`src/rtl/ds2i_pkg.sv`:
```
// Types and constants of the decimal string to int32 parser.
`timescale 1ns / 1ps

package ds2i_pkg;

	localparam int ACC_W = 34;
	localparam int CNT_W = 4;

	typedef enum logic [2:0] {
		PH_LEAD       = 3'd0,
		PH_ZSKIP_P    = 3'd1,
		PH_ZSKIP_N    = 3'd2,
		PH_ZSKIP_U    = 3'd3,
		PH_AFTER_PLUS = 3'd4,
		PH_DIGITS     = 3'd5,
		PH_TRAIL      = 3'd6,
		PH_INVALID    = 3'd7
	} phase_t;

	localparam logic [7:0] CHAR_SPACE = 8'd32;
	localparam logic [7:0] CHAR_PLUS  = 8'd43;
	localparam logic [7:0] CHAR_MINUS = 8'd45;
	localparam logic [7:0] CHAR_ZERO  = 8'd48;
	localparam logic [7:0] CHAR_NINE  = 8'd57;

	localparam logic [CNT_W-1:0] MAX_DIGITS  = 4'd10;
	localparam logic [CNT_W-1:0] OVER_DIGITS = 4'd11;

	localparam logic [ACC_W-1:0] POS_LIMIT = 34'd2147483647;
	localparam logic [ACC_W-1:0] NEG_LIMIT = 34'd2147483648;

endpackage

```
`src/rtl/decimal_string_to_int32.sv`:
```
// Top level of the streaming decimal string to signed 32-bit integer parser.
//
// Usage:
//  - Input channel (char_valid / char_stall): one ASCII character per
//    transaction, with last_char high on the final character of a string.
//  - Output channel (value_valid / value_stall): one transaction per string,
//    carrying the parsed signed value, or 0 for a malformed or out-of-range
//    string. Nothing is produced for characters with last_char low.
//  - Throughput: one character per cycle, sustained, while the receiver
//    does not stall. Each character passes through the input register,
//    then through the parse step; the last one of a string is registered
//    into the result register, which raises value_valid.
//  - Stall: when the result register holds an untaken result and
//    value_stall is high, the whole pipe freezes and char_stall goes high;
//    otherwise the next character is taken while the result is read.
//  - Reset (arst_n low): pipe and result register empty, parser back to
//    the leading-space phase with a cleared accumulator.
`timescale 1ns / 1ps

module decimal_string_to_int32 (
	input  logic               clk,
	input  logic               arst_n,
	input  logic               char_valid,
	output logic               char_stall,
	input  logic [7:0]         char_code,
	input  logic               last_char,
	output logic               value_valid,
	input  logic               value_stall,
	output logic signed [31:0] value
);

	// Result register
	logic               value_valid_q;
	logic signed [31:0] value_q;

	// Pipe advance: everything moves unless a held result is stalled.
	logic adv;
	assign adv        = !value_valid_q || !value_stall;
	assign char_stall = !adv;

	// Input register stage
	logic       valid_s1;
	logic       last_s1;
	logic [7:0] char_s1;

	// Parser state
	ds2i_pkg::phase_t                 phase_q;
	logic                             neg_q;
	logic [ds2i_pkg::ACC_W-1:0]       acc_q;
	logic [ds2i_pkg::CNT_W-1:0]       cnt_q;

	assign value_valid = value_valid_q;
	assign value       = value_q;

	always_ff @(posedge clk or negedge arst_n) begin
		if (!arst_n) begin
			valid_s1 <= 1'b0;
		end else if (adv) begin
			valid_s1 <= char_valid;
		end
	end

	always_ff @(posedge clk) begin
		if (adv) begin
			char_s1 <= char_code;
			last_s1 <= last_char;
		end
	end

	// Next-state logic for the character held in the input register.
	ds2i_pkg::phase_t           ph_nx;
	logic                       neg_nx;
	logic [ds2i_pkg::ACC_W-1:0] acc_nx;
	logic [ds2i_pkg::CNT_W-1:0] cnt_nx;
	logic                       is_digit;
	logic [3:0]                 digit;
	logic                       take;
	logic [ds2i_pkg::ACC_W-1:0] acc_x10;

	assign is_digit = char_s1 inside {[ds2i_pkg::CHAR_ZERO:ds2i_pkg::CHAR_NINE]};
	assign digit    = 4'(char_s1 - ds2i_pkg::CHAR_ZERO);
	assign acc_x10  = (acc_q << 3) + (acc_q << 1);

	always_comb begin
		ph_nx  = phase_q;
		neg_nx = neg_q;
		acc_nx = acc_q;
		cnt_nx = cnt_q;
		take   = 1'b0;
		if (phase_q == ds2i_pkg::PH_INVALID) begin
			ph_nx = ds2i_pkg::PH_INVALID;
		end else if (char_s1 == ds2i_pkg::CHAR_SPACE) begin
			if (phase_q != ds2i_pkg::PH_LEAD)
				ph_nx = ds2i_pkg::PH_TRAIL;
		end else begin
			case (phase_q)
				ds2i_pkg::PH_LEAD: begin
					if (char_s1 == ds2i_pkg::CHAR_PLUS) begin
						ph_nx = ds2i_pkg::PH_ZSKIP_P;
					end else if (char_s1 == ds2i_pkg::CHAR_MINUS) begin
						neg_nx = 1'b1;
						ph_nx  = ds2i_pkg::PH_ZSKIP_N;
					end else if (char_s1 == ds2i_pkg::CHAR_ZERO) begin
						ph_nx = ds2i_pkg::PH_ZSKIP_U;
					end else if (is_digit) begin
						take = 1'b1;
					end else begin
						ph_nx = ds2i_pkg::PH_INVALID;
					end
				end
				ds2i_pkg::PH_ZSKIP_P: begin
					if (char_s1 == ds2i_pkg::CHAR_ZERO) begin
						ph_nx = phase_q;
					end else if (char_s1 == ds2i_pkg::CHAR_MINUS) begin
						neg_nx = 1'b1;
						ph_nx  = ds2i_pkg::PH_DIGITS;
					end else if (is_digit) begin
						take = 1'b1;
					end else begin
						ph_nx = ds2i_pkg::PH_INVALID;
					end
				end
				ds2i_pkg::PH_ZSKIP_N: begin
					if (char_s1 == ds2i_pkg::CHAR_ZERO) begin
						ph_nx = phase_q;
					end else if (is_digit) begin
						take = 1'b1;
					end else begin
						ph_nx = ds2i_pkg::PH_INVALID;
					end
				end
				ds2i_pkg::PH_ZSKIP_U: begin
					if (char_s1 == ds2i_pkg::CHAR_ZERO) begin
						ph_nx = phase_q;
					end else if (char_s1 == ds2i_pkg::CHAR_PLUS) begin
						ph_nx = ds2i_pkg::PH_AFTER_PLUS;
					end else if (char_s1 == ds2i_pkg::CHAR_MINUS) begin
						neg_nx = 1'b1;
						ph_nx  = ds2i_pkg::PH_DIGITS;
					end else if (is_digit) begin
						take = 1'b1;
					end else begin
						ph_nx = ds2i_pkg::PH_INVALID;
					end
				end
				ds2i_pkg::PH_AFTER_PLUS: begin
					if (char_s1 == ds2i_pkg::CHAR_MINUS) begin
						neg_nx = 1'b1;
						ph_nx  = ds2i_pkg::PH_DIGITS;
					end else if (is_digit) begin
						take = 1'b1;
					end else begin
						ph_nx = ds2i_pkg::PH_INVALID;
					end
				end
				ds2i_pkg::PH_DIGITS: begin
					if (is_digit)
						take = 1'b1;
					else
						ph_nx = ds2i_pkg::PH_INVALID;
				end
				default: begin
					// non-space after trailing spaces
					ph_nx = ds2i_pkg::PH_INVALID;
				end
			endcase
		end
		if (take) begin
			ph_nx = ds2i_pkg::PH_DIGITS;
			if (cnt_q < ds2i_pkg::MAX_DIGITS) begin
				acc_nx = acc_x10 + ds2i_pkg::ACC_W'(digit);
				cnt_nx = cnt_q + 4'd1;
			end else begin
				// saturate; accumulation stops
				cnt_nx = ds2i_pkg::OVER_DIGITS;
			end
		end
	end

	// Final value for a string that ends with this character.
	logic                       bad;
	logic [ds2i_pkg::ACC_W-1:0] limit;
	logic [31:0]                mag;
	logic [31:0]                result;

	assign limit = neg_nx ? ds2i_pkg::NEG_LIMIT : ds2i_pkg::POS_LIMIT;
	assign bad   = (ph_nx == ds2i_pkg::PH_INVALID) ||
	               (cnt_nx > ds2i_pkg::MAX_DIGITS) ||
	               ((cnt_nx == ds2i_pkg::MAX_DIGITS) && (acc_nx > limit));
	assign mag    = acc_nx[31:0];
	// 0 - 2^31 wraps to the most negative value, as wanted
	assign result = bad ? 32'd0 : (neg_nx ? (32'd0 - mag) : mag);

	always_ff @(posedge clk or negedge arst_n) begin
		if (!arst_n) begin
			phase_q <= ds2i_pkg::PH_LEAD;
			neg_q   <= 1'b0;
			acc_q   <= '0;
			cnt_q   <= '0;
		end else if (adv && valid_s1) begin
			if (last_s1) begin
				// string done: back to the reset state
				phase_q <= ds2i_pkg::PH_LEAD;
				neg_q   <= 1'b0;
				acc_q   <= '0;
				cnt_q   <= '0;
			end else begin
				phase_q <= ph_nx;
				neg_q   <= neg_nx;
				acc_q   <= acc_nx;
				cnt_q   <= cnt_nx;
			end
		end
	end

	always_ff @(posedge clk or negedge arst_n) begin
		if (!arst_n) begin
			value_valid_q <= 1'b0;
		end else if (adv) begin
			value_valid_q <= valid_s1 && last_s1;
		end
	end

	always_ff @(posedge clk) begin
		if (adv && valid_s1 && last_s1) begin
			value_q <= $signed(result);
		end
	end

endmodule

```
`config.mk`:
```
export PLATFORM = sky130hd
export DESIGN_NAME = decimal_string_to_int32
export DESIGN_NICKNAME = d
export VERILOG_FILES = /design/src/rtl/ds2i_pkg.sv /design/src/rtl/decimal_string_to_int32.sv
export SDC_FILE = /design/constraint.sdc
export NUM_CORES = 1
export LEC_CHECK = 0
export BUFFER_PORTS_ARGS = -buffer_cell sky130_fd_sc_hd__clkbuf_2
export CORE_ASPECT_RATIO = 1.5
export CORE_MARGIN = 2
export CORE_UTILIZATION = 45
export DETAILED_ROUTE_END_ITERATION = 8
export SYNTH_ARGS = -nofsm -noshare
export SYNTH_HDL_FRONTEND = slang
export SYNTH_SLANG_ARGS = --single-unit
```
`constraint.sdc`:
```
create_clock -name clk -period 5.5 [get_ports clk]
set_input_delay 0.825 -clock clk [delete_from_list [all_inputs] [get_ports clk]]
set_output_delay 0.825 -clock clk [all_outputs]
set_load 0.01 [all_outputs]
```
==> results.toml <==
[outcome]
status = "finished, violations left"
violated_checks = "setup timing"

[critical_path]
slowest_delay_ns = 0.43
worst-r2r-setup-slack_ns = -0.02
worst_path_max_delay_cell = "dfrtp_1"
worstPathMaxFanout = 8
crit_path_cell_trace = "ha_1 > ha_1 > a211oi_2 > o211ai_1 > o21a_1 > buf_4 > or3_1 > a31oi_1 > xor2_1 > nor2_2 > a21oi_2 > inv_2 > ha_4 > a21oi_2 > o2111ai_2 > nor3_2 > nand2_1 > a311o_1 > o221ai_2 > a31oi_1 > a311o_2 > buf_12 > a2111oi_2"
worstRegToRegCells = 23
worst-endpoint-required_ns = 5.66
critical_path_class = "flip-flop to flip-flop"
cp.arrival_ns = 5.68
critical_path.reg2reg.startpoint = "acc_q[3]$_DFFE_PN0P_"
cp-startpoint = "acc_q[3]$_DFFE_PN0P_"
setup.worst_path.end_class = "flip-flop"
regToRegEndpoint = "value[31]$_SDFFCE_PP0P_"
critPathLaunchType = "flip-flop"

[cells_and_area]
fillerInstances = 1592
postLayoutCellArea_um2 = 10020
drive_gt1_share_pct = 27.93
final_net_count = 1178
num_antenna_cells = 0
syn_to_final_growth_pct = 27.24

[grt]
grt_first_pass_wirelength_mm = 39.59
grt_usage_pct = 27.11
number_of_antenna_violations_at_the_first_check_in_global_routing = 0
global_route_total_overflow = 0
grt_pass1_vias = 7563
maximum_number_of_pins_on_one_net_before_global_route_repair = 48

[clock_tree]
htree_num_levels = 3
root_buffer = "clkbuf_16"
cts.clk_slew.worst_paths_ns = 0.07
clkLatencyLatePin_ns = 0.37
holdBufCountCts = 0
clock_sink_total = 85
cts_made_buffers = 9
tritoncts = "done"
cts.path.max_buffers = 2

[yosys]
syn-cell-area_um2 = 7878
postSynthNetCount = 1014
postSynth.topFlopCell = "dfrtp_1"
async_reset_ff_share_pct = 51.76
synthesis.yosys.warnings = 0
synth_top_area_share_pct = 15.63
synthDistinctLibCells = 89
synth_area_per_cell_um2 = 8.704
yosys_top_cell_by_area = "edfxtp_1"
netlist_top_cells_area = "edfxtp_1 (16%), ha_1 (15%), dfrtp_1 (14%)"
synth-edff-count = 41
netlist_top_cells_count = "ha_1 (94), nand2_1 (86), nor2_1 (85)"
synth_cells = 905
synth.ff_latch_count = 85
yosysMostFrequentCell = "ha_1"
synth-seq-area-share_pct = 29.61

[placement]
dp_hpwl_mm = 19.26
placement.cell_area_um2 = 9130
gp_routability_congestion = 0.9436
placement.io_buffers = 46

[timing]
final_min_period_over_clock_period_pct = 100.4
setup_viol_count_final = 1
clock.fmax_mhz = 181.2
timing.hold.ws_ns = 0.5299
max_slew_margin_pct = 27.81
setup_ws_ns = -0.02000
worst_clock_skew_ns = 0.01254
timing_worst_slew_pin_value_ns = 1.079
report.final.hold_viol_count = 0
grt_setup_unrepaired = "true"
slew_violations = 0
min_period_ns = 5.520

[die]
core-area_um2 = 17270
floorplan.die.width_um = 112.0
floorplan.die_area_um2 = 18600
die_h_um = 166.0
initial_util_pct = 45.60
std_cell_rows = 59
ioPinCount = 47

[routing]
detail_route.first_pass.iterations = 5
detail_route.vias_per_cell = 6.000
drc_errors = 0
route.antenna.remaining_nets = 0
avgRoutedWirePerCell_um = 19.65
detailroute.via_count = 7722
detail_route.iter0.violations = 450
routed_wirelength_mm = 25.29

[worst_hold_path]
hold-path-endpoint = "acc_q[33]$_DFFE_PN0P_"
holdCritStartpoint = "acc_q[33]$_DFFE_PN0P_"
hold-path-cell-count = 2
hold_class = "flip-flop to flip-flop"

[power]
worst_ir_drop_vdd_mv = 0.2204
power-per-cell-area_nw_per_um2 = 233.5
leakage_power_figure_nw = 4.723

[flow_run]
maxCapViolCount = 0
-- per-stage QoR --
step                setup WS, ns  total power, mW  setup TNS [ns]  util (%)  instances
floorplan                 0.2581            1.243               0         -        905
detailed placement       -0.1901            1.512          -1.236     52.85       1247
CTS                     0.007602            2.154               0     55.26       1273
global placement        -0.09441            1.510         -0.2502     52.85       1247
global route             -0.3180            2.452          -7.636     58.03       1287
finish                  -0.02000            2.340        -0.02000     58.03       1287
-- registers in the layout, summed over array words and instances (netlist names) --
| register | flops |
|---|---|
| cnt_q | 4 |
| last_s1 | 1 |
| value | 32 |
| value_valid | 1 |
| neg_q | 1 |
| phase_q | 3 |
| valid_s1 | 1 |
| char_s1 | 8 |
| acc_q | 34 |
-- report_power, final --
part	leakage (nW)	total (mW)	internal (mW)	switching [mW]
registers	1.00	0.774	0.718	0.0566
clock network	0.145	0.643	0.358	0.285
logic	3.57	0.922	0.368	0.555
total	4.72	2.34	1.44	0.897
-- final cells by class --
class                           instances  area [um2]  share of cell area (%)
Sequential cell                        85        2332                   23.27
Clock buffer                           10       229.0                   2.284
Multi-Input combinational cell        747        5590                   55.77
Clock inverter                          6       71.32                  0.7115
Timing Repair Buffer                  190        1399                   13.96
Inverter                               36       135.1                   1.348
Tap cell                              213       266.5                   2.659
-- critical path, delay by kind of cell, from the launching register on --
family	cells	cell delay, ns
simple gates	4	0.70
fa+ha+maj	3	0.90
buf+inv	3	0.39
compound gates	12	2.57
flops	1	0.43
xor+xnor	1	0.32
-- worst max path at each step --
stage	endpoint	slack [ns]	depth (start not counted)
after detailed placement	value[31]$_SDFFCE_PP0P_	-0.19	22
after CTS	value[31]$_SDFFCE_PP0P_	0.008	22
after global routing	value[31]$_SDFFCE_PP0P_	-0.32	22
after global placement	value[31]$_SDFFCE_PP0P_	-0.09	22
final	value[31]$_SDFFCE_PP0P_	-0.02	23
after floorplan	value[30]$_SDFFCE_PP0P_	0.26	23
-- routing by layer --
metal | share of wire (%) | vias up | GRT usage [%]
met3 | 2.9 | 93 | 3.175
met1 | 36 | 3702 | 28.24
met5 | 0 | - | 0
met2 | 54 | 205 | 51.44
met4 | 6.5 | 0 | 15.75
li1 | - | 3722 | -
-- cell families after synthesis --
kind of cell	Yosys count	synth area share, %
AND/OR/NAND/NOR	305	19.22
AO/OA/AOI/OAI	280	24.25
multiplexers	15	1.922
XOR/XNOR	51	5.670
flip-flops	85	29.61
adder cells (fa/ha/maj)	96	15.44
buffers and inverters	73	3.891
-- cell usage in the layout (no fill, tap or decap), drive strengths merged, types with 5 or more instances in the layout --
master,instances
o2111ai,7
nor2,85
dfrtp,44
nor3,32
buf,142
nand3,19
clkbuf,58
ha,94
and3,6
nor4,5
o31ai,9
o22ai,5
a22o,11
a31oi,12
nor2b,6
or3,14
xor2,16
and2,8
o21ai,77
mux2i,14
a21oi,75
edfxtp,41
a21o,19
nand2b,6
nand4,15
inv,39
o21a,10
a211oi,10
o211ai,7
nand2,87
xnor2,35
-- timing repair --
action / 4_1_cts / 5_1_grt
resized for setup: 12 / 82
setup endpoints to repair: 32 / 32
buffers inserted: 10 / 11
pin swaps: 4 / 28
cloned: 0 / 3
No activity file was read; power rests on OpenSTA's default activity.
